==> src/sv/sxfp_pkg.sv <==
package sxfp_pkg;

  localparam logic [7:0] SyncByte = 8'hFF;

  typedef enum logic [5:0] {
    PH_SYNC1 = 6'b000001,
    PH_SYNC2 = 6'b000010,
    PH_CMD   = 6'b000100,
    PH_LEN   = 6'b001000,
    PH_DATA  = 6'b010000,
    PH_CHECK = 6'b100000
  } phase_t;

  typedef enum logic [1:0] {
    KIND_CMD   = 2'd0,
    KIND_LEN   = 2'd1,
    KIND_DATA  = 2'd2,
    KIND_CHECK = 2'd3
  } kind_t;

  typedef enum logic [1:0] {
    ST_BUSY  = 2'd0,
    ST_GOOD  = 2'd1,
    ST_BAD   = 2'd2,
    ST_EMPTY = 2'd3
  } status_t;

  typedef struct packed {
    logic [7:0] byte_value;
    kind_t      byte_kind;
    logic       frame_last;
    status_t    frame_status;
  } result_t;

  // handshake between the input register and the parser
  typedef struct packed {
    logic       valid;
    logic [7:0] rx_byte;
  } held_byte_t;

endpackage

==> src/sv/sxfp_in_if.sv <==
interface sxfp_in_if;
  logic       valid;
  logic       ready;
  logic [7:0] rx_byte;

  modport source (output valid, output rx_byte, input ready);
  modport sink (input valid, input rx_byte, output ready);
endinterface

==> src/sv/sxfp_out_if.sv <==
interface sxfp_out_if;
  logic       valid;
  logic       ready;
  logic [7:0] byte_value;
  logic [1:0] byte_kind;
  logic       frame_last;
  logic [1:0] frame_status;

  modport source (output valid, output byte_value, output byte_kind, output frame_last,
                  output frame_status, input ready);
  modport sink (input valid, input byte_value, input byte_kind, input frame_last,
                input frame_status, output ready);
endinterface

==> src/sv/sync_length_xor_frame_parser_top.sv <==
// Frame deframer for a serial byte stream: one received byte per in_ch beat. It hunts for
// two 0xFF sync bytes, then passes on the command byte, the length byte and that many
// payload bytes as out_ch beats tagged with their kind, and closes the frame with the
// received checksum byte marked good or mismatch against the XOR of command, length and
// payload. A zero length closes the frame on the length beat with status dropped. Sync
// bytes and bytes between frames produce no beat. Bad frames are not filtered here: the
// consumer discards them by the status on the closing beat. The block takes one byte per
// clock cycle while out_ch is not stalled; a byte goes through an input register and then
// a result register, which holds its beat on out_ch.
module sync_length_xor_frame_parser_top (
  input  logic        clk,
  input  logic        rst_n,
  sxfp_in_if.sink     in_ch,
  sxfp_out_if.source  out_ch
);

  sxfp_pkg::held_byte_t held;
  sxfp_pkg::result_t    res;
  sxfp_pkg::result_t    out_res;
  logic                 take;
  logic                 res_load;
  logic                 out_free;

  sxfp_in_stage u_in_stage (
    .clk        (clk),
    .rst_n      (rst_n),
    .in_valid   (in_ch.valid),
    .in_rx_byte (in_ch.rx_byte),
    .in_ready   (in_ch.ready),
    .take       (take),
    .held       (held)
  );

  sxfp_parser u_parser (
    .clk      (clk),
    .rst_n    (rst_n),
    .held     (held),
    .out_free (out_free),
    .take     (take),
    .res_load (res_load),
    .res      (res)
  );

  sxfp_out_stage u_out_stage (
    .clk       (clk),
    .rst_n     (rst_n),
    .res_load  (res_load),
    .res       (res),
    .out_free  (out_free),
    .out_valid (out_ch.valid),
    .out_ready (out_ch.ready),
    .out_res   (out_res)
  );

  assign out_ch.byte_value   = out_res.byte_value;
  assign out_ch.byte_kind    = out_res.byte_kind;
  assign out_ch.frame_last   = out_res.frame_last;
  assign out_ch.frame_status = out_res.frame_status;

endmodule

==> src/sv/sxfp_in_stage.sv <==
module sxfp_in_stage (
  input  logic                     clk,
  input  logic                     rst_n,
  input  logic                     in_valid,
  input  logic [7:0]               in_rx_byte,
  output logic                     in_ready,
  input  logic                     take,
  output sxfp_pkg::held_byte_t     held
);

  logic       valid_r;
  logic [7:0] byte_r;

  // the slot frees up in the same cycle the parser consumes it
  assign in_ready = !valid_r || take;

  always_ff @(posedge clk) begin
    if (!rst_n) begin
      valid_r <= 1'b0;
    end else if (in_ready) begin
      valid_r <= in_valid;
    end
  end

  always_ff @(posedge clk) begin
    if (in_valid && in_ready) begin
      byte_r <= in_rx_byte;
    end
  end

  assign held.valid   = valid_r;
  assign held.rx_byte = byte_r;

endmodule

==> src/sv/sxfp_parser.sv <==
module sxfp_parser (
  input  logic                  clk,
  input  logic                  rst_n,
  input  sxfp_pkg::held_byte_t  held,
  input  logic                  out_free,
  output logic                  take,
  output logic                  res_load,
  output sxfp_pkg::result_t     res
);

  sxfp_pkg::phase_t phase_r, phase_nxt;
  logic [7:0]       remain_r, remain_nxt;
  logic [7:0]       xor_r, xor_nxt;
  logic             emit;
  logic [7:0]       b;
  logic [7:0]       remain_dec;

  assign b          = held.rx_byte;
  assign remain_dec = remain_r - 8'd1;

  always_comb begin
    phase_nxt        = sxfp_pkg::PH_SYNC1;
    remain_nxt       = remain_r;
    xor_nxt          = xor_r;
    emit             = 1'b0;
    res.byte_value   = b;
    res.byte_kind    = sxfp_pkg::KIND_CMD;
    res.frame_last   = 1'b0;
    res.frame_status = sxfp_pkg::ST_BUSY;
    unique case (phase_r)
      sxfp_pkg::PH_SYNC2: begin
        if (b == sxfp_pkg::SyncByte) begin
          phase_nxt  = sxfp_pkg::PH_CMD;
          remain_nxt = 8'd0;
          xor_nxt    = 8'd0;
        end
      end
      sxfp_pkg::PH_CMD: begin
        xor_nxt   = xor_r ^ b;
        phase_nxt = sxfp_pkg::PH_LEN;
        emit      = 1'b1;
      end
      sxfp_pkg::PH_LEN: begin
        xor_nxt       = xor_r ^ b;
        remain_nxt    = b;
        emit          = 1'b1;
        res.byte_kind = sxfp_pkg::KIND_LEN;
        if (b == 8'd0) begin
          res.frame_last   = 1'b1;
          res.frame_status = sxfp_pkg::ST_EMPTY;
        end else begin
          phase_nxt = sxfp_pkg::PH_DATA;
        end
      end
      sxfp_pkg::PH_DATA: begin
        xor_nxt       = xor_r ^ b;
        remain_nxt    = remain_dec;
        emit          = 1'b1;
        res.byte_kind = sxfp_pkg::KIND_DATA;
        phase_nxt     = (remain_dec == 8'd0) ? sxfp_pkg::PH_CHECK : sxfp_pkg::PH_DATA;
      end
      sxfp_pkg::PH_CHECK: begin
        emit             = 1'b1;
        res.byte_kind    = sxfp_pkg::KIND_CHECK;
        res.frame_last   = 1'b1;
        res.frame_status = (b == xor_r) ? sxfp_pkg::ST_GOOD : sxfp_pkg::ST_BAD;
      end
      default: begin
        // first sync hunt, also recovers from any stray phase code
        phase_nxt = (b == sxfp_pkg::SyncByte) ? sxfp_pkg::PH_SYNC2 : sxfp_pkg::PH_SYNC1;
      end
    endcase
  end

  // bytes without a result never wait on the output side
  assign take     = held.valid && (!emit || out_free);
  assign res_load = take && emit;

  always_ff @(posedge clk) begin
    if (!rst_n) begin
      phase_r  <= sxfp_pkg::PH_SYNC1;
      remain_r <= 8'd0;
      xor_r    <= 8'd0;
    end else if (take) begin
      phase_r  <= phase_nxt;
      remain_r <= remain_nxt;
      xor_r    <= xor_nxt;
    end
  end

endmodule

==> src/sv/sxfp_out_stage.sv <==
module sxfp_out_stage (
  input  logic               clk,
  input  logic               rst_n,
  input  logic               res_load,
  input  sxfp_pkg::result_t  res,
  output logic               out_free,
  output logic               out_valid,
  input  logic               out_ready,
  output sxfp_pkg::result_t  out_res
);

  logic              valid_r;
  sxfp_pkg::result_t res_r;

  assign out_free = !valid_r || out_ready;

  always_ff @(posedge clk) begin
    if (!rst_n) begin
      valid_r <= 1'b0;
    end else if (out_free) begin
      valid_r <= res_load;
    end
  end

  always_ff @(posedge clk) begin
    if (res_load && out_free) begin
      res_r <= res;
    end
  end

  assign out_valid = valid_r;
  assign out_res   = res_r;

endmodule

==> src/flat_wrapper.sv <==
// flat-port wrapper written by rule: the top's interface ports become plain ports
module sync_length_xor_frame_parser_top_flat 
  (clk, rst_n, in_ch_valid, in_ch_rx_byte, in_ch_ready, out_ch_valid, out_ch_byte_value, out_ch_byte_kind, out_ch_frame_last, out_ch_frame_status, out_ch_ready);
  sxfp_in_if in_ch_i ();
  sxfp_out_if out_ch_i ();
  input  logic clk;
  input  logic rst_n;
  input wire logic [$bits(in_ch_i.valid)-1:0] in_ch_valid;
  input wire logic [$bits(in_ch_i.rx_byte)-1:0] in_ch_rx_byte;
  output wire logic [$bits(in_ch_i.ready)-1:0] in_ch_ready;
  output wire logic [$bits(out_ch_i.valid)-1:0] out_ch_valid;
  output wire logic [$bits(out_ch_i.byte_value)-1:0] out_ch_byte_value;
  output wire logic [$bits(out_ch_i.byte_kind)-1:0] out_ch_byte_kind;
  output wire logic [$bits(out_ch_i.frame_last)-1:0] out_ch_frame_last;
  output wire logic [$bits(out_ch_i.frame_status)-1:0] out_ch_frame_status;
  input wire logic [$bits(out_ch_i.ready)-1:0] out_ch_ready;
  assign in_ch_i.valid = in_ch_valid;
  assign in_ch_i.rx_byte = in_ch_rx_byte;
  assign in_ch_ready = in_ch_i.ready;
  assign out_ch_valid = out_ch_i.valid;
  assign out_ch_byte_value = out_ch_i.byte_value;
  assign out_ch_byte_kind = out_ch_i.byte_kind;
  assign out_ch_frame_last = out_ch_i.frame_last;
  assign out_ch_frame_status = out_ch_i.frame_status;
  assign out_ch_i.ready = out_ch_ready;
  sync_length_xor_frame_parser_top u_core (.clk(clk), .rst_n(rst_n), .in_ch(in_ch_i), .out_ch(out_ch_i));
endmodule
==> config.mk <==
export PLATFORM = sky130hd
export DESIGN_NAME = sync_length_xor_frame_parser_top_flat
export DESIGN_NICKNAME = d
export VERILOG_FILES = /design/src/sv/sxfp_pkg.sv /design/src/sv/sxfp_in_if.sv /design/src/sv/sxfp_out_if.sv /design/src/sv/sync_length_xor_frame_parser_top.sv /design/src/sv/sxfp_in_stage.sv /design/src/sv/sxfp_parser.sv /design/src/sv/sxfp_out_stage.sv /design/src/flat_wrapper.sv
export SDC_FILE = /design/constraint.sdc
export NUM_CORES = 1
export LEC_CHECK = 0
export BUFFER_PORTS_ARGS = -buffer_cell sky130_fd_sc_hd__clkbuf_2
export CORE_MARGIN = 1.5
export CORE_UTILIZATION = 40
export DETAILED_ROUTE_END_ITERATION = 16
export HOLD_SLACK_MARGIN = 0.02
export PLACE_DENSITY_LB_ADDON = 0.3
export SYNTH_ARGS = -nofsm -noshare
export SYNTH_HDL_FRONTEND = slang
export SYNTH_SLANG_ARGS = --single-unit
==> constraint.sdc <==
create_clock -name clk -period 9.7 [get_ports clk]
set_input_delay 0.97 -clock clk [delete_from_list [all_inputs] [get_ports clk]]
set_output_delay 0.97 -clock clk [all_outputs]
set_load 0.01 [all_outputs]
-- Word level (Yosys, flattened, before mapping)
Index checks and enable logic that the tools add are counted.
- bitwise operators: 1
- reductions and logical operators: 18
- add/subtract/negate cells: 1
- mux-type cells: 13
- equality and inequality tests: 8
- operators by type and width (operator ; number):
    one-hot mux 6 bit (5 select lines) ; 1
    one-hot mux 8 bit (3 select lines) ; 1
    logical NOT 8 bit ; 2
    one-hot mux 8 bit (2 select lines) ; 1
    equality test 8 bit ; 1
    equality test 8 bit, second input constant ; 1
    two-way mux 8 bit ; 1
    subtractor 8 x 1 -> 8 bit, second input constant ; 1
    XOR 8 bit ; 1
    equality test 6 x 2 -> 1 bit, second input constant ; 1
    equality test 6 x 3 -> 1 bit, second input constant ; 1
    equality test 6 x 4 -> 1 bit, second input constant ; 1
    equality test 6 x 5 -> 1 bit, second input constant ; 1
    equality test 6 bit, second input constant ; 1
    two-way mux 3 bit ; 2
    two-way mux 6 bit ; 1
    one-hot mux 2 bit (3 select lines) ; 1
    one-hot mux 3 bit (2 select lines) ; 1
    AND reduction 3 bit ; 2
    two-way mux 5 bit ; 1
    logical AND 1 bit ; 4
    two-way mux 2 bit ; 2
    OR reduction 4 bit ; 1
    logical NOT 1 bit ; 3
    6 further kinds ; 8
- output and inout port bits: 15
- register bits after elaboration: 45
- input port bits: 12

-- Depth between registers and ports, before layout
Gate-level depths: netlist of the first run.
- depth after elaboration: 8
- depth in mapped cells: 7

-- Modules after synthesis
A second synthesis of the first run with hierarchy kept.
- cell total of the unflattened synthesis: 242
- area, all modules: 2392.3 sq um
- by module, submodules not included (module ; seq. area each (sq um) ; area an instance (sq um) ; cells an instance ; instances):
    sxfp_parser ; 440.4 ; 1639.1 ; 210 ; 1
    sxfp_out_stage ; 410.4 ; 447.9 ; 18 ; 1
    sxfp_in_stage ; 260.2 ; 305.3 ; 14 ; 1

-- Worst setup path after synthesis of the first run
OpenSTA, ideal clock, no wires.
- kind: input-to-reg
- start: input out_ch_ready
- end: register u_core.u_out_stage.res_r (netlist bit u_core.u_out_stage.out_res[0]), enable pin
- cell stages on the path: 4
- buffers on the path: 0
- slack: 6.573 ns
- arrival time: 2.710 ns
- data required time: 9.283 ns
- library setup time: 0.417 ns
- cell sequence: nand2b_1 > or3_1 > o21ai_1 > nor4_1
- cells in the longest elaborated chain, start to end: 5
- RTL lines (item ; RTL line ; RTL):
    from (decl) ; flat_wrapper.sv:16 ; input wire logic [$bits(out_ch_i.ready)-1:0] out_ch_ready;
    logical OR 1 bit (*) ; sxfp_out_stage.sv:15 ; assign out_free = !valid_r || out_ready;
    logical OR 1 bit ; sxfp_parser.sv:76 ; assign take = held.valid && (!emit || out_free);
    logical AND 1 bit ; sxfp_parser.sv:76 ;
    logical AND 1 bit ; sxfp_parser.sv:77 ; assign res_load = take && emit;
    logical AND 1 bit (*) ; sxfp_out_stage.sv:26 ; if (res_load && out_free) begin
    to (signal assigned) ; sxfp_out_stage.sv:27 ; res_r <= res;
    to (decl) ; sxfp_out_stage.sv:13 ; sxfp_pkg::result_t res_r;
Every way passes the cells marked *; elsewhere a longest branch is shown, timed or not.
A chain may end at the register's enable or synchronous reset.

-- Worst setup path in the final report of the first run
- start: input out_ch_ready
- end: output in_ch_ready
- cells in the longest elaborated chain, start to end: 4
- RTL lines (item ; RTL line ; RTL):
    logical OR 1 bit ; sxfp_out_stage.sv:15 ;
    logical OR 1 bit ; sxfp_parser.sv:76 ;
    logical AND 1 bit ; sxfp_parser.sv:76 ;
    logical OR 1 bit ; sxfp_in_stage.sv:15 ; assign in_ready = !valid_r || take;
    to (decl) ; flat_wrapper.sv:10 ; output wire logic [$bits(in_ch_i.ready)-1:0] in_ch_ready;
No other way between the ends.

==> metrics, run 1 <==
clock transition at the registers of the reported paths 90 ps; Worst setup SP type input port; routability cong. approximately 0.89; Detail Route Antenna Nets 0; Critical Path RT 8730 ps; Crit Path Max Fanout 10; Relative slew margins 0.2635; ANT cells 0; Post-Syn Instances ~220; Worst EP arrival 2340 ps; Final Skew roughly 4.2 ps; Seq. cell area around 1100 um2; Core ar. 5473 um2; static leakage 0.8553 nW; worst-margin pin slew 1095 ps; fillers around 540; placed instance count 315; Initial Util 0.4134; cts hold-fix bufs 0; first-pass GRT wire length 7803 um; Max Buffers Root-to-Sink 2; Final min period 3313 ps; FP Rows 27; final setup fails 0; Cell variety after synth 47; Synthesis Warnings 0; maximum vdd ir drop 0.07475 mV; TNS Setup 0 ps; Die Footprint 6115 um2; Layout Cells excl Fill ~320; CTS tree done; via/cell ratio about 5.6; DRT iter0 DRCs 152; Mapped Area about 2300 um2; critical path class input port to output pin; Max Freq 301.9 MHz; Post-Syn Nets roughly 240; pins over their slew limit 0; Tot GR Track Use 0.1628; synthesized area per cell 10.10 um2; via count approximately 1800; status finished clean; area of the multi-input gates about 1100 um2; die height 78.20 um; RSZ-0062 raised after global routing no; HPWL Detailed approximately 3300 um; Final Cycle Share 0.3415; #FFs+latches synth 45; Max H-tree Level 2; setup bufs post-CTS 0; total gr overflow 0; dpl cell area between 2000 and 2500 um2; area grow syn2layout 12.72%; Post-Route WL 4658 um; Async SR Flop Fraction 0; worst skew pair latency 300 ps; CTS root buf clkbuf_8; drt wl/cell between 10 and 15 um; type of element capturing the critical path output pin; Core Util, Final 0.4659; remaining routing DRC violations 0; Seq/Total Area, Yosys 0.4912; NumNets Final 264; Hold Crit Class flip-flop to flip-flop; max cap viols 0; Post-synth EDFFs 21; number of global-route vias before repair 1632; Num CTS Buffers 5; DR pass1 iterations 4; # resized after CTS 0; Hold Slack slightly above 500 ps; IO Count 27; initial antenna violation count 0; Die Wd 78.20 um; layout cells sized above 1 0.1912; PwrDens between 100 and 150 nW/um2; largest net degree at the start of global routing 24; PortBufs 26; TritonCTS Sinks 45; Primary FF master, synth dfxtp_1; final hold violations 0; Finished Cell Area 2550 um2
[power by group]
part / switching [mW] / total [mW] / internal (mW)
Clock: 0.0670 / 0.126 / 0.0592
Combinational: 0.00974 / 0.0170 / 0.00723
Sequential: 0.00609 / 0.207 / 0.201
Total: 0.0828 / 0.351 / 0.268
[sequential cells by signal, indices dropped and copies added, names as in the netlist]
name / count
u_core.u_out_stage.out_res: 13
u_core.u_in_stage.byte_r: 8
u_core.u_parser.remain_r: 8
u_core.u_parser.xor_r: 8
u_core.u_parser.phase_r: 6
u_core.u_in_stage.valid_r: 1
u_core.u_out_stage.out_valid: 1
[placed cells by master, fill, tap and decap left out, types with 2 or more instances in the layout]
master	count
a211oi_1	8
a211oi_2	2
a21oi_1	21
a221o_1	2
a221oi_1	3
a22oi_1	8
and2_1	3
and3b_1	2
clkbuf_2	26
clkbuf_8	6
dfxtp_1	24
edfxtp_1	21
ha_1	2
inv_1	7
nand2_1	11
nand2b_1	2
nand3_1	3
nand3b_1	7
nand4_1	4
nor2_1	23
nor2b_1	2
nor3_1	4
nor4_1	6
o21a_1	3
o21ai_0	10
or2_2	2
or3_1	3
xnor2_1	13
xor2_1	3
[stage by stage]
step                setup WS (ps)  total power [mW]
finish                       6387            0.3506
global route                 6276            0.3652
CTS                          6395            0.3551
detailed placement           6405            0.2288
global placement             6403            0.2287
floorplan                    6573            0.2219
[worst max-delay path, stage by stage]
cell and delay [ps]:
clkbuf_2 70, nand2b_1 150, or3_1 330, nor2_1 490, nand2_1 160, clkbuf_2 160
[cells by family (layout without fill, tap and decap cells)]
group / count (synthesis) / count (layout) / share of synthesized area
AOI/OAI and AO/OA: 64 / 64 / 0.1991
xor gates and xnor gates: 16 / 16 / 0.06195
muxes: 1 / 1 / 0.004425
DFF: 45 / 45 / 0.4911
and+or+nand+nor: 81 / 81 / 0.2002
adders and majority gates: 2 / 2 / 0.01106
buffers and inverters: 15 / 42 / 0.03208
[layer usage]
layer,vias up,global-route usage,part of all wire
li1,894,-,-
met1,863,0.2233,0.48
met2,39,0.2565,0.48
met3,2,0.03953,0.036
met4,0,0.04286,0.0045
met5,-,0,0
[Yosys cell counts (all sizes together) (2+ instances only)]
cell / n / area share
inv: 7 / 0.012
nor2b: 2 / 0.0055
a22oi: 8 / 0.027
nand3: 3 / 0.0066
and3b: 2 / 0.0077
or4b: 2 / 0.011
and2: 3 / 0.0083
or4: 2 / 0.0083
xor2: 3 / 0.012
o21ai: 11 / 0.024
a221o: 2 / 0.0088
o21a: 3 / 0.010
xnor2: 13 / 0.050
or2: 2 / 0.0055
clkbuf: 4 / 0.0066
nand2b: 2 / 0.0055
a21oi: 21 / 0.046
nor3: 4 / 0.0088
nand3b: 7 / 0.023
a211oi: 10 / 0.038
buf: 4 / 0.014
nand2: 11 / 0.018
or3: 3 / 0.0083
a221oi: 4 / 0.023
nor4: 7 / 0.019
ha: 2 / 0.011
dfxtp: 24 / 0.21
nand4: 4 / 0.011
nor2: 23 / 0.038
edfxtp: 21 / 0.28
[area by class of cell]
type                       instances  share of cell area
sequential                        45              0.4357
clock buffer                       6             0.03238
multi-input combinational        164              0.4254
inverter                           7             0.01030
tap                               72             0.03533
timing repair buffer              27             0.05397
clock inverter                     2            0.006869
[path summary, 6_finish.rpt]
check	from	end	slack, ps	depth (start not counted)
min reg2reg	u_core.u_parser.xor_r[7]	u_core.u_parser.xor_r[7]	510	2
min	u_core.u_parser.xor_r[7]	u_core.u_parser.xor_r[7]	510	2
max reg2reg	u_core.u_parser.phase_r[2]	u_core.u_parser.remain_r[2]	7120	5
max	out_ch_ready	in_ch_ready	6390	6
Note: power is estimated with default switching activity, not from simulation.
==> run 2, diff against run 1 <==
==> constraint.sdc (replaced) <==
create_clock -name clk -period 3.4 [get_ports clk]
set_input_delay 0.34 -clock clk [delete_from_list [all_inputs] [get_ports clk]]
set_output_delay 0.34 -clock clk [all_outputs]
set_load 0.01 [all_outputs]
==> run 2 against run 1 <==
  * Total power rose to 2.9 times the previous value
  * Sequential power rose to 2.9 times the previous value
  * Design area rose by 0.59%
  * Setup slack got worse by 5600 ps
  * Cell count rose by 0.62%
  * First-iteration DRC count fell by 2.6%
  * Clock skew rose by 5.3 ps
  * Non-clock buffer count rose by 2
  * Global-route usage rose by 0.55 points
  * Worst hold slack got worse by 300 ps
  * Clock power rose to 2.9 times the previous value
  * Wire length rose by 4.7%
==> metrics, run 2 (synthesized netlist as in run 1, its figures left out) <==
Levels on crit path 5; worst-margin pin slew 837.4 ps; R2R depth 5; Worst Hold Depth 1; critical path, cell by cell or4b_4 > or4_4 > a221oi_4 > nor2_1 > a211oi_1; worst slack at placement 831.5 ps; Die Footprint 6115 um2; Final Cycle Share 0.7796; RSZ-0062 raised after global routing no; max cap viols 0; Crit Path Max Fanout 16; most frequent cells in the layout clkbuf_2, dfxtp_1, nor2_1; critical path class flip-flop to flip-flop; commonest non-fill, non-tap cell in the layout clkbuf_2; CTS root buf clkbuf_8; Max Buffers Root-to-Sink 2; NumNets Final 266; Worst setup SP type flip-flop; fin worst setup slack about 750 ps; type of element capturing the critical path flip-flop; Design Power about 1 mW; Core ar. around 5500 um2; setup bufs post-CTS 0; Max Freq 377.3 MHz; Final Skew 9.527 ps; Final min period 2651 ps; Hold Slack between 200 and 250 ps; ANT cells 0; IO Count 27; pins over their slew limit 0; CP top delay family simple AND/OR/NAND/NOR gates; CP peak stage delay 640 ps; layout cells sized above 1 0.1976; PortBufs 26; TNS Setup 0 ps; cts hold-fix bufs 0; slowest CP cell a221oi_4; TritonCTS Sinks 45; dpl cell area approximately 2500 um2; Finished Cell Area 2565 um2; number of global-route vias before repair 1659; die height approximately 78 um; Post-Route WL 4877 um; Tot GR Track Use 0.1683; status finished clean; placed instance count ~320; Core Util, Final 0.4687; Detail Route Antenna Nets 0; PwrDens 394.2 nW/um2; Relative slew margins 0.4411; Die Wd 78.20 um; Critical Path RT 3610 ps; Largest register FFs 13; static leakage 0.8662 nW; Worst EP arrival 2860 ps; Layout Cells excl Fill 325; maximum vdd ir drop between 0.15 and 0.2 mV; # resized after CTS 0; Max H-tree Level 2; initial antenna violation count 0; via count 1797; remaining routing DRC violations 0; first-pass GRT wire length 8024 um; Hold Crit Class input port to flip-flop; clock transition at the registers of the reported paths 90 ps; FP Rows 27; Num CTS Buffers 5; routability cong. 0.8998; final hold violations 0; via/cell ratio 5.529; drt wl/cell about 15 um; DRT iter0 DRCs 148; CTS tree done; worst skew pair latency approximately 310 ps; DR pass1 iterations 4; HPWL Detailed 3338 um; largest net degree at the start of global routing 24; area grow syn2layout 13.38%; Worst Path Buf+Inv 0; total gr overflow 0; Initial Util 0.4134; final setup fails 0
-- run 2: layout make-up --
cell class	instances	area [um2]
inverter	7	26.28
sequential	45	1111
clock buffer	6	82.58
multi-input combinational	164	1085
tap	72	90.09
clock inverter	2	17.52
timing repair buffer	29	152.6
fill	530	2908
-- run 2: worst paths after layout --
| kind | start | endpoint | slack (ps) |
|---|---|---|---|
| setup / recovery | u_core.u_parser.phase_r[1] | u_core.u_parser.remain_r[1] | 750 |
| hold / removal | in_ch_rx_byte[1] | u_core.u_in_stage.byte_r[1] | 200 |
| setup reg to reg | u_core.u_parser.phase_r[1] | u_core.u_parser.remain_r[1] | 750 |
| hold reg to reg | u_core.u_parser.xor_r[6] | u_core.u_parser.xor_r[6] | 500 |
-- run 2: where the power goes --
part | total, mW | leakage [nW] | switching [mW] | internal, mW
Clock | 0.369 | 0.0518 | 0.200 | 0.169
Combinational | 0.0490 | 0.416 | 0.0284 | 0.0207
Sequential | 0.593 | 0.398 | 0.0183 | 0.574
Total | 1.01 | 0.866 | 0.247 | 0.764
-- run 2: per-layer routing --
metal  vias to the layer above  GRT usage  part of all wire
met1                       855     0.2274              0.50
met4                         0    0.08036             0.017
li1                        897          -                 -
met2                        38     0.2609              0.46
met5                         -          0                 0
met3                         7    0.02907             0.028
==> run 3, diff against run 2 <==
==> constraint.sdc (replaced) <==
create_clock -name clk -period 2.5 [get_ports clk]
set_input_delay 0.25 -clock clk [delete_from_list [all_inputs] [get_ports clk]]
set_output_delay 0.25 -clock clk [all_outputs]
set_load 0.01 [all_outputs]
==> run 3 against run 2 <==
  * Combinational power grew 110%
  * Total power is 47% higher
  * Clock-buffer cell count shrank 1
  * First-iteration DRC count is 11% lower
  * Design area is 6.7% higher
  * Critical path depth is 1 higher
  * Worst hold slack got worse by 93 ps
  * Register-to-register slack got worse by 540 ps
  * Sequential cell count unchanged
  * Core utilization up 3.2 points
  * Clock skew up 2.3 ps
  * Critical path type unchanged
  * Highest routed layer unchanged
==> metrics, run 3 (synthesized netlist as in run 1, its figures left out) <==
layout cells sized above 1 0.2519; final setup fails 0; Largest register FFs 13; max cap viols 0; Final Skew 11.83 ps; Max H-tree Level 2; Initial Util 0.4134; reg2reg end u_core.u_parser.remain_r[1]; area grow syn2layout 21.02%; TritonCTS Sinks 45; PwrDens 541.5 nW/um2; area of the multi-input gates 1094 um2; initial antenna violation count 0; Final min period 2289 ps; R2R Setup Slk 210 ps; Worst setup SP type flip-flop; Relative slew margins 0.4508; clock transition at the registers of the reported paths 100 ps; CTS root buf clkbuf_8; switch share 0.2378; fillers 537; largest net degree at the start of global routing 24; Worst R2R Start u_core.u_parser.phase_r[5]; Net Sw Power between 0.3 and 0.4 mW; Core ar. 5473 um2; total gr overflow 0; remaining routing DRC violations 0; Die Footprint roughly 6000 um2; Die Wd between 70 and 80 um; Worst EP arrival between 2000 and 3000 ps; status finished clean; sink of the worst hold path u_core.u_in_stage.byte_r[6]; via/cell ratio 5.512; maximum vdd ir drop 0.3641 mV; static leakage 0.9628 nW; worst skew pair latency 310 ps; Crit Path Max Fanout 16; FP Rows 27; clock power share 0.400; Critical Path RT 2720 ps; Detail Route Antenna Nets 0; DRT iter0 DRCs 131; PortBufs 26; type of element capturing the critical path flip-flop; combinational power share 0.068; Max Buffers Root-to-Sink 2; hold path startpoint in_ch_rx_byte[6]; CTS tree done; NumNets Final 283; TNS Setup 0 ps; Flop pwr share 0.533; drt wl/cell ~15 um; Seq. cell area 1112 um2; IO Count 27; die height 78.20 um; Worst Hold Depth 1; R2R depth 6; commonest non-fill, non-tap cell in the layout clkbuf_2; number of global-route vias before repair about 1800; Final Cycle Share 0.9155; Int Power 1.130 mW; final hold violations 0; pins over their slew limit 0; Post-Route WL just over 5000 um; Max Freq 436.9 MHz; setup bufs post-CTS 0; DR pass1 iterations 5; most frequent cells in the layout clkbuf_2, nor2_1, dfxtp_1; RSZ-0062 raised after global routing no; routability cong. about 0.91; critical path class flip-flop to flip-flop; worst slack at placement approximately 150 ps; HPWL Detailed 3770 um; via count 1885; Hold Crit Class input port to flip-flop; Tot GR Track Use 0.1798; fin worst setup slack 211.3 ps; worst-margin pin slew 823.0 ps; first-pass GRT wire length 8631 um; Num CTS Buffers 5; ANT cells 0
run 3: cell types whose count changed in the layout (fill, tap and decap cells not counted):
cell,delta
buf_12,+1
clkbuf_8,-1
nor4_4,+1
inv_6,-1
inv_8,+1
nor4_2,-1
bufinv_16,+1
dfxtp_1,-1
buf_6,+1
dfxtp_2,+1
buf_4,+15
run 3: worst max-delay path: stages, from the launching register on:
cell	delay, ps
dfxtp_1	400
or4b_4	540
or4_4	550
a221oi_4	240
buf_6	200
nor2_1	50
a211oi_1	210
run 3: through the flow:
step	hold WS [ps]	cells	area [um2]	power (mW)	util
2_1_floorplan	348.9	224	2277	0.8626	-
3_3_place_gp	427.3	334	2614	0.9057	0.4776
3_5_place_dp	428.6	334	2614	0.9064	0.4776
4_1_cts	110.9	342	2733	1.487	0.4993
5_1_grt	102.4	342	2738	1.531	0.5002
6_report	110.8	342	2738	1.482	0.5002
run 3: power groups by stage:
stage	logic, mW	registers [mW]	clock network (mW)
after floorplan	0.0502	0.812	0
after global placement	0.0994	0.806	0
after detailed placement	0.100	0.806	0
after CTS	0.101	0.789	0.597
after global routing	0.109	0.791	0.631
final	0.101	0.790	0.592
run 3: cell type report:
type                            count  share of cell area
Tap cell                           72             0.03291
Sequential cell                    45              0.4063
Timing Repair Buffer               46              0.1083
Multi-Input combinational cell    164              0.3995
Clock inverter                      3             0.01828
Inverter                            7            0.009598
Clock buffer                        5             0.02514
run 3: worst max-delay path by stage:
stage                                          start                            end  slack (ps)  depth (start not counted)
after global placement    u_core.u_parser.phase_r[2]    u_core.u_parser.remain_r[0]         210                          6
after detailed placement  u_core.u_parser.phase_r[2]    u_core.u_parser.remain_r[1]         150                          6
final                     u_core.u_parser.phase_r[5]    u_core.u_parser.remain_r[1]         210                          6
after global routing      u_core.u_parser.phase_r[5]    u_core.u_parser.remain_r[5]          20                          6
after floorplan           u_core.u_parser.phase_r[4]  u_core.u_out_stage.out_res[0]          80                          5
after CTS                 u_core.u_parser.phase_r[2]    u_core.u_parser.remain_r[2]         110                          6
run 3: timing repair:
action / CTS / global route
resized for setup: 0 / 2
hold buffers: 0 / 0
endpoints found under the setup margin: 0 / 3
run 3: layer usage:
layer  global-route usage  routed length [um]  up-vias
li1                     -                   -      937
met1               0.2445                2432      911
met2               0.2896                2512       31
met3              0.03721                 192        6
met4              0.05000                  55        0
met5                    0                   0        -
